### config.mk
export PLATFORM = sky130hd
export DESIGN_NAME = command_frame_deframer_top
export DESIGN_NICKNAME = d
export VERILOG_FILES = /design/src/design/cfd_pkg.sv /design/src/design/command_frame_deframer_top.sv
export SDC_FILE = /design/constraint.sdc
export NUM_CORES = 1
export LEC_CHECK = 0
export BUFFER_PORTS_ARGS = -buffer_cell sky130_fd_sc_hd__buf_4
export CORE_ASPECT_RATIO = 1.2
export CORE_MARGIN = 2
export CORE_UTILIZATION = 45
export DETAILED_ROUTE_END_ITERATION = 10
export GPL_ROUTABILITY_DRIVEN = 0
export PLACE_DENSITY = 0.81
export SYNTH_ARGS = -nofsm -noshare
export SYNTH_HDL_FRONTEND = slang
export SYNTH_SLANG_ARGS = --single-unit
### constraint.sdc
create_clock -name i_clk -period 3.65 [get_ports i_clk]
set_input_delay 0.5475 -clock i_clk [delete_from_list [all_inputs] [get_ports i_clk]]
set_output_delay 0.5475 -clock i_clk [all_outputs]
set_load 0.02 [all_outputs]
### src/design/cfd_pkg.sv
// Shared constants for the command frame deframer.
package cfd_pkg;

    // Frame geometry.
    localparam int unsigned PayloadBytesDefault = 17;
    localparam int unsigned PayloadBytesMin     = 5;
    localparam int unsigned PayloadBytesMax     = 31;

    // Configuration port geometry.
    localparam int unsigned ApbAddrW = 3;
    localparam int unsigned ApbDataW = 32;

    // Register indexes, taken from paddr[2].
    localparam logic RegHeaderFirst  = 1'b0;
    localparam logic RegHeaderSecond = 1'b1;

    // Register reset values.
    localparam logic [7:0] HeaderFirstReset  = 8'h63;
    localparam logic [7:0] HeaderSecondReset = 8'h73;

endpackage

### src/design/command_frame_deframer_top.sv
// Command frame deframer: header hunt, payload capture and additive checksum.
//
//  channel  | valid        | stall        | payload
//  ---------+--------------+--------------+-------------------------------------------
//  input    | i_in_valid   | o_in_stall   | i_rx_byte
//  output   | o_out_valid  | i_out_stall  | o_checksum_ok, o_route_yaw,
//           |              |              | o_route_distance, o_control_status
//  config   | psel/penable | pready (= 1) | paddr, pwrite, pwdata, prdata
//
// Every received byte is handled in the cycle it is accepted, so one byte per cycle
// is taken unless the input is stalled; the frame result is registered and appears in the
// cycle after the checksum byte is accepted. A frame is PAYLOAD_BYTES + 3 bytes long.
// i_rst_n is synchronous and active low; it restores the header bytes and starts hunting.
// Input is stalled only when a checksum byte arrives while an earlier result is still
// held by a stalled output; all other bytes are taken regardless of the output side.
module command_frame_deframer_top
    import cfd_pkg::*;
#(
    parameter int unsigned PAYLOAD_BYTES = PayloadBytesDefault
) (
    input  logic                i_clk,
    input  logic                i_rst_n,

    input  logic                i_in_valid,
    output logic                o_in_stall,
    input  logic [7:0]          i_rx_byte,

    output logic                o_out_valid,
    input  logic                i_out_stall,
    output logic                o_checksum_ok,
    output logic [15:0]         o_route_yaw,
    output logic [15:0]         o_route_distance,
    output logic [7:0]          o_control_status,

    input  logic                psel,
    input  logic                penable,
    input  logic                pwrite,
    input  logic [ApbAddrW-1:0] paddr,
    input  logic [ApbDataW-1:0] pwdata,
    output logic [ApbDataW-1:0] prdata,
    output logic                pready
);

    localparam int unsigned IdxW = $clog2(PAYLOAD_BYTES + 1);
    localparam logic [IdxW-1:0] LastIdx = IdxW'(PAYLOAD_BYTES - 1);

    typedef enum logic [1:0] {
        PH_FIRST,
        PH_SECOND,
        PH_PAYLOAD,
        PH_CHECK
    } t_phase;

    t_phase          r_phase, n_phase;
    logic [IdxW-1:0] r_idx, n_idx;
    logic [7:0]      r_sum, n_sum;
    logic [15:0]     r_yaw, n_yaw;
    logic [15:0]     r_dist, n_dist;
    logic [7:0]      r_status, n_status;
    logic [7:0]      r_hdr_first, r_hdr_second;

    logic            r_out_valid;
    logic            r_out_ok;
    logic [15:0]     r_out_yaw;
    logic [15:0]     r_out_dist;
    logic [7:0]      r_out_status;

    logic            in_accept;
    logic            cfg_write;
    logic            emit;

    // Configuration port.
    assign pready    = 1'b1;
    assign cfg_write = psel && penable && pwrite && pready;

    always_comb begin
        unique case (paddr[2])
            RegHeaderFirst:  prdata = {{(ApbDataW-8){1'b0}}, r_hdr_first};
            RegHeaderSecond: prdata = {{(ApbDataW-8){1'b0}}, r_hdr_second};
            default:         prdata = '0;
        endcase
    end

    always_ff @(posedge i_clk) begin
        if (!i_rst_n) begin
            r_hdr_first  <= HeaderFirstReset;
            r_hdr_second <= HeaderSecondReset;
        end else if (cfg_write) begin
            if (paddr[2] == RegHeaderFirst) begin
                r_hdr_first <= pwdata[7:0];
            end else begin
                r_hdr_second <= pwdata[7:0];
            end
        end
    end

    // Only the checksum byte needs room in the result register.
    assign o_in_stall = (r_phase == PH_CHECK) && r_out_valid && i_out_stall;
    assign in_accept  = i_in_valid && !o_in_stall;
    assign emit       = in_accept && (r_phase == PH_CHECK);

    always_comb begin
        n_phase  = r_phase;
        n_idx    = r_idx;
        n_sum    = r_sum;
        n_yaw    = r_yaw;
        n_dist   = r_dist;
        n_status = r_status;
        unique case (r_phase)
            PH_FIRST: begin
                if (i_rx_byte == r_hdr_first) begin
                    n_phase = PH_SECOND;
                end
            end
            PH_SECOND: begin
                priority if (i_rx_byte == r_hdr_second) begin
                    n_phase = PH_PAYLOAD;
                    n_idx   = '0;
                    n_sum   = '0;
                end else if (i_rx_byte == r_hdr_first) begin
                    n_phase = PH_SECOND;
                end else begin
                    n_phase = PH_FIRST;
                end
            end
            PH_PAYLOAD: begin
                n_sum = r_sum + i_rx_byte;
                if (r_idx == IdxW'(0)) n_yaw[15:8]  = i_rx_byte;
                if (r_idx == IdxW'(1)) n_yaw[7:0]   = i_rx_byte;
                if (r_idx == IdxW'(2)) n_dist[15:8] = i_rx_byte;
                if (r_idx == IdxW'(3)) n_dist[7:0]  = i_rx_byte;
                if (r_idx == IdxW'(4)) n_status     = i_rx_byte;
                if (r_idx == LastIdx) begin
                    n_phase = PH_CHECK;
                end else begin
                    n_idx = r_idx + IdxW'(1);
                end
            end
            PH_CHECK: begin
                n_phase = PH_FIRST;
                n_idx   = '0;
            end
            default: n_phase = PH_FIRST;
        endcase
    end

    always_ff @(posedge i_clk) begin
        if (!i_rst_n) begin
            r_phase     <= PH_FIRST;
            r_idx       <= '0;
            r_sum       <= '0;
            r_out_valid <= 1'b0;
        end else begin
            if (in_accept) begin
                r_phase <= n_phase;
                r_idx   <= n_idx;
                r_sum   <= n_sum;
            end
            if (emit) begin
                r_out_valid <= 1'b1;
            end else if (!i_out_stall) begin
                r_out_valid <= 1'b0;
            end
        end
    end

    // Frame fields and the result register carry no reset.
    always_ff @(posedge i_clk) begin
        if (in_accept) begin
            r_yaw    <= n_yaw;
            r_dist   <= n_dist;
            r_status <= n_status;
        end
        if (emit) begin
            r_out_ok     <= (i_rx_byte == r_sum);
            r_out_yaw    <= r_yaw;
            r_out_dist   <= r_dist;
            r_out_status <= r_status;
        end
    end

    assign o_out_valid      = r_out_valid;
    assign o_checksum_ok    = r_out_ok;
    assign o_route_yaw      = r_out_yaw;
    assign o_route_distance = r_out_dist;
    assign o_control_status = r_out_status;

    a_stall_only_on_check: assert property (@(posedge i_clk) disable iff (!i_rst_n)
        o_in_stall |-> (r_phase == PH_CHECK && r_out_valid))
        else $error("input stalled outside the checksum byte");

    a_check_gives_result: assert property (@(posedge i_clk) disable iff (!i_rst_n)
        emit |=> (r_out_valid && r_phase == PH_FIRST))
        else $error("checksum byte did not produce a result");

    a_index_in_range: assert property (@(posedge i_clk) disable iff (!i_rst_n)
        r_idx <= LastIdx)
        else $error("payload index out of range");

    a_payload_ends_in_check: assert property (@(posedge i_clk) disable iff (!i_rst_n)
        (in_accept && r_phase == PH_PAYLOAD && r_idx == LastIdx) |=> r_phase == PH_CHECK)
        else $error("payload end did not move to checksum");

endmodule

; ---- Word-level counts from Yosys, hierarchy flattened
; Index checks and enable logic that the tools add are counted.
; W data, S select, Z words.
[word_totals]
inputBits = 50
word_cells = 68
reg_bits = 113
output_inout_bits = 76
[op_classes]
n_bitwise = 1
n_addsub = 2
reduce_logical = 21
mux = 13
n_eq_ne = 16
[op_table]
columns = op, n
row1 = $pmux W32 S2, 1
row2 = $eq A8 B8 Y1, 3
row3 = $reduce_and A3 Y1, 7
row4 = $pmux W8 S2, 1
row5 = $pmux W5 S3, 1
row6 = $eq A5 B2 Y1 const B, 2
row7 = $mux W5, 2
row8 = $add A8 B8 Y8, 1
row9 = $mux W8, 1
row10 = $ne A2 B2 Y1 const B, 4
row11 = $pmux W2 S4, 1
row12 = $logic_and A1 B1 Y1, 6
row13 = $mux W2, 3
row14 = $add A5 B1 Y5 const B, 1
row15 = $eq A5 B1 Y1 const B, 1
row16 = $eq A5 B3 Y1 const B, 1
row17 = $eq A5 B5 Y1 const B, 1
row18 = $logic_not A5 Y1, 1
row19 = $eq A2 B2 Y1 const B, 2
row20 = $reduce_and A2 Y1, 2
row21 = $reduce_and A4 Y1, 1
row22 = $mux W1, 3
row23 = $reduce_bool A3 Y1, 1
row24 = $eq A2 B1 Y1 const B, 1
row25 = other kinds (5), 5

; ---- Depth between registers and ports, before layout
[depth]
ltp_word = 7
mapped_depth = 7
depth_no_buf = 7

; ---- Least setup slack after synthesis
; No wires, ideal clock.
[synth_path]
path_type = input to register
from = input port i_out_stall
to = register r_out_ok (netlist: o_checksum_ok), enable pin
arrival_ns = 2.696
required_ns = 3.210
path_buffers = 1
path_slack_ns = 0.515
setup_time_ns = 0.440
cell_stages = 4
path_cell_list = nand4_1 > nand2_1 > clkbuf_1 > nor2_1
[synth_between]
elab_chain_len = 4
[synth_rtl]
columns = item, line_no
row1 = from (decl), command_frame_deframer_top.sv:29  ; input logic i_out_stall,
row2 = $logic_and A1 B1 Y1, command_frame_deframer_top.sv:98  ; assign o_in_stall = (r_phase == PH_CHECK) && r_out_valid && i_out_stall;
row3 = $logic_not A1 Y1, command_frame_deframer_top.sv:99  ; assign in_accept = i_in_valid && !o_in_stall;
row4 = $logic_and A1 B1 Y1, command_frame_deframer_top.sv:99
row5 = $logic_and A1 B1 Y1, command_frame_deframer_top.sv:100  ; assign emit = in_accept && (r_phase == PH_CHECK);
row6 = via emit, command_frame_deframer_top.sv:70  ; logic emit;
row7 = to (signal assigned), command_frame_deframer_top.sv:175  ; r_out_ok <= (i_rx_byte == r_sum);
row8 = to (decl), command_frame_deframer_top.sv:63  ; logic r_out_ok;
; The timed path passes the listed nets, and every way through them passes these cells.
; A chain may end at the register's enable or synchronous reset.

; ---- Final worst setup path
[layout_path]
from = register r_phase[0]
to = register r_out_dist[12] (netlist: o_route_distance[12]), enable pin
[layout_between]
elab_chain_len = 6
[layout_rtl]
columns = item, line_no
row1 = from (decl), command_frame_deframer_top.sv:54  ; t_phase r_phase, n_phase;
row2 = from (signal assigned), command_frame_deframer_top.sv:155  ; r_phase <= n_phase;
row3 = $eq A2 B2 Y1 (*), "command_frame_deframer_top.sv:98, command_frame_deframer_top.sv:100"
row4 = $logic_and A1 B1 Y1 (2 in series), command_frame_deframer_top.sv:98
row5 = $logic_not A1 Y1, command_frame_deframer_top.sv:99
row6 = $logic_and A1 B1 Y1, command_frame_deframer_top.sv:99
row7 = $logic_and A1 B1 Y1 (*), command_frame_deframer_top.sv:100
row8 = via emit, command_frame_deframer_top.sv:70
row9 = to (signal assigned), command_frame_deframer_top.sv:177  ; r_out_dist <= r_dist;
row10 = to (decl), command_frame_deframer_top.sv:65  ; logic [15:0] r_out_dist;
; Mark *: on every way through the listed nets, which the timed path passes. The rest lies on a longest branch.

==> impl_metrics.sql <==
INSERT INTO impl_metrics (metric_group, metric, value, unit) VALUES
('floorplan', 'fp.dieW', '97.2', 'microns'),
('worst_setup_path', 'data_required_time_at_the_worst_endpoint', '3.67', 'ns'),
('synth', 'synth-edff-count', '81', ''),
('sta', 'finalSetupTns', '0', 'ns'),
('worst_setup_path', 'cp_num_buf_inv', '0', ''),
('synth', 'area_fraction_of_the_dominant_cell_type_after_synthesis', '0.519', ''),
('floorplan', 'die_height', '116', 'microns'),
('clock_tree', 'post_cts_resize_count', '0', ''),
('worst_setup_path', 'critical_path.max_fanout', '41', ''),
('worst_setup_path', 'endpoint_kind', 'register', ''),
('synth', 'synth.most_common_cell', 'edfxtp_1', ''),
('status', 'run_status', 'finished, final reports clean', ''),
('sta', 'fmaxAchievable', '0.436', 'GHz'),
('floorplan', 'core_area', '10100', 'sq um'),
('floorplan', 'start_util', '0.466', ''),
('worst_setup_path', 'start_kind', 'register', ''),
('final_layout', 'antenna_cells_inserted', '0', ''),
('clock_tree', 'post-cts-setup-buffer-count', '0', ''),
('drt', 'ant_nets', '0', ''),
('clock_tree', 'number_of_sinks_driven_by_the_clock_tree', '113', ''),
('final_layout', 'layout.nets', '511', ''),
('placement', 'post_detail_place_hpwl', '6.38', 'mm'),
('run', 'drv_cap', '0', ''),
('synth', 'netlist_area', '4690', 'sq um'),
('drt', 'drt-vias-per-instance', '5.31', ''),
('sta', 'slew_viol_final', '0', ''),
('sta', 'postLayoutSetupSlackWorst', '1.36', 'ns'),
('floorplan', 'die_area', '11300', 'sq um'),
('drt', 'drt_first_iter_violations', '255', ''),
('sta', 'report.final.hold_viol_count', '0', ''),
('clock_tree', 'cts_max_level', '4', ''),
('sta', 'max_slew.worst_pin.slew', '1.13', 'ns'),
('worst_setup_path', 'critical-path-slowest-cell', 'nor2_4', ''),
('final_layout', 'post-route-cell-area', '5900', 'sq um'),
('final_layout', 'syn2layout_area_growth', '25.9', '%'),
('floorplan', 'floorplan.rows', '40', ''),
('grt', 'number_of_global_route_vias_before_repair', '3063', ''),
('final_layout', 'post_route_cells_drive_above_1_share', '0.247', ''),
('clock_tree', 'clk_pin_slew', '0.05', 'ns'),
('worst_setup_path', 'crit_path_max_incr_delay', '0.95', 'ns'),
('sta', 'setup_viol_count_final', '0', ''),
('drt', 'drtPass1Iterations', '5', ''),
('power', 'power-per-cell-area', '551', 'nW/um^2'),
('sta', 'fin_hold_ws', '0.361', 'ns'),
('synth', 'postSynthCellCount', '365', ''),
('placement', 'total_placed_instance_area', '5280', 'sq um'),
('synth', 'ys_top_cells_by_area', 'edfxtp_1, dfxtp_1, nand2_1', ''),
('power', 'power.leakage', '0.00222', 'uW'),
('clock_tree', 'insertion_delay', '0.41', 'ns'),
('min_path', 'hp-class', 'in -> reg', ''),
('sta', 'grt_setup_unrepaired', 'false', ''),
('worst_setup_path', 'critPathTopFamily', 'simple AND/OR/NAND/NOR gates', ''),
('clock_tree', 'buffer_depth_of_the_longest_clock_path', '2', ''),
('drt', 'drt_wl_total', '9.82', 'mm'),
('grt', 'grt_start_max_net_pins', '42', ''),
('clock_tree', 'cts-root-buf', 'clkbuf_16', ''),
('synth', 'synth.distinct_cells', '46', ''),
('synth', 'postSynthAreaPerCell', '12.8', 'sq um'),
('worst_setup_path', 'cp.arrival', '2.32', 'ns'),
('placement', 'quantity_of_i_o_buffers_inserted_on_ports', '74', ''),
('worst_setup_path', 'path_cells', 'nand4_1 > nand2_1 > nor2_4', ''),
('synth', 'postSynthRegisterBits', '113', ''),
('drt', 'drc', '0', ''),
('clock_tree', 'hold_buffers', '0', ''),
('power', 'max-vdd-ir-drop', '0.264', 'mV'),
('sta', 'clock-skew-final', '0.00529', 'ns'),
('grt', 'grt_overflow_total', '0', ''),
('clock_tree', 'cts_buffers', '17', ''),
('grt', 'antenna_found_initial', '0', ''),
('worst_setup_path', 'worstSetupPathType', 'reg -> reg', ''),
('drt', 'detail_route.wl_per_cell', '16.7', 'microns');
[tightest hold or removal path: cells and delay by family]
family	cells	cell delay, ns
AND/OR/NAND/NOR	2	0.11
buffers and inverters	1	0.08
[power by group]
group / switching [uW] / internal, uW / total, uW
Clock: 543 / 1200 / 1740
Sequential: 5.11 / 1370 / 1380
Combinational: 92.3 / 41.3 / 134
[stage by stage]
step / power [uW] / utilization / instances
floorplan: 1500 / - / 388
global placement: 1530 / 0.525 / 556
detailed placement: 1530 / 0.525 / 556
CTS: 3270 / 0.587 / 588
global route: 3330 / 0.587 / 588
finish: 3250 / 0.587 / 588
[area by class of cell]
| cell class | count | area, sq um |
|---|---|---|
| fill | 720 | 4160 |
| sequential | 113 | 3070 |
| multi-input combinational | 232 | 1440 |
| timing repair buffer | 76 | 571 |
| clock buffer | 19 | 433 |
| clock inverter | 13 | 191 |
| tap | 126 | 158 |
| inverter | 9 | 33.8 |
[final timing paths]
check / slack (ns) / depth (start not counted) / from / to
max: 1.36 / 3 / r_phase[0] / o_route_distance[12]
max reg2reg: 1.36 / 3 / r_phase[0] / o_route_distance[12]
min reg2reg: 0.41 / 0 / r_dist[6] / o_route_distance[6]
min: 0.36 / 3 / pwdata[0] / r_hdr_first[0]
[cell families (layout without fill, tap and decap cells)]
family	Yosys count	in the layout	share of synthesized area
other cells	2	25	0.00160
compound gates	55	55	0.0723
simple gates	110	110	0.120
mux	8	8	0.0192
fa+ha+maj	12	12	0.0336
xor+xnor	22	22	0.0411
flops	113	113	0.655
buf+inv	43	117	0.0568
[state kept, by name (all words and copies together), names as in the netlist, named ones only]
| register | flops |
|---|---|
| r_hdr_second | 8 |
| o_route_yaw | 16 |
| r_status | 8 |
| o_checksum_ok | 1 |
| r_idx | 5 |
| o_control_status | 8 |
| o_out_valid | 1 |
| o_route_distance | 16 |
| r_sum | 8 |
| r_yaw | 16 |
| r_dist | 16 |
| r_phase | 1 |
| r_hdr_first | 8 |
[metal layers]
metal,track usage,wire length (microns),up-vias
li1,-,-,1444
met1,0.177,3520,1491
met2,0.320,5330,164
met3,0.0561,676,26
met4,0.109,287,0
met5,0,0,-
[layout by cell type, fill, tap and decap left out, types with 3 or more instances in the layout]
cell | synthesis | final
nand4_1 | 5 | 5
nor3_1 | 3 | 3
nand2_1 | 51 | 51
xor2_1 | 18 | 18
nand3_1 | 16 | 16
edfxtp_1 | 81 | 81
mux2_1 | 8 | 8
clkbuf_16 | 0 | 17
nand2b_1 | 3 | 3
clkinv_1 | 0 | 3
o211ai_1 | 4 | 4
a21oi_1 | 24 | 24
inv_1 | 9 | 9
nor4_1 | 7 | 7
ha_1 | 11 | 11
xnor2_1 | 4 | 4
dfxtp_1 | 32 | 32
o21ai_1 | 11 | 11
clkinv_2 | 0 | 3
nor2_1 | 10 | 9
bufinv_16 | 0 | 5
and2_1 | 3 | 3
buf_4 | 25 | 76
conb_1 | 2 | 25
Note: power is estimated with default switching activity, not from simulation.
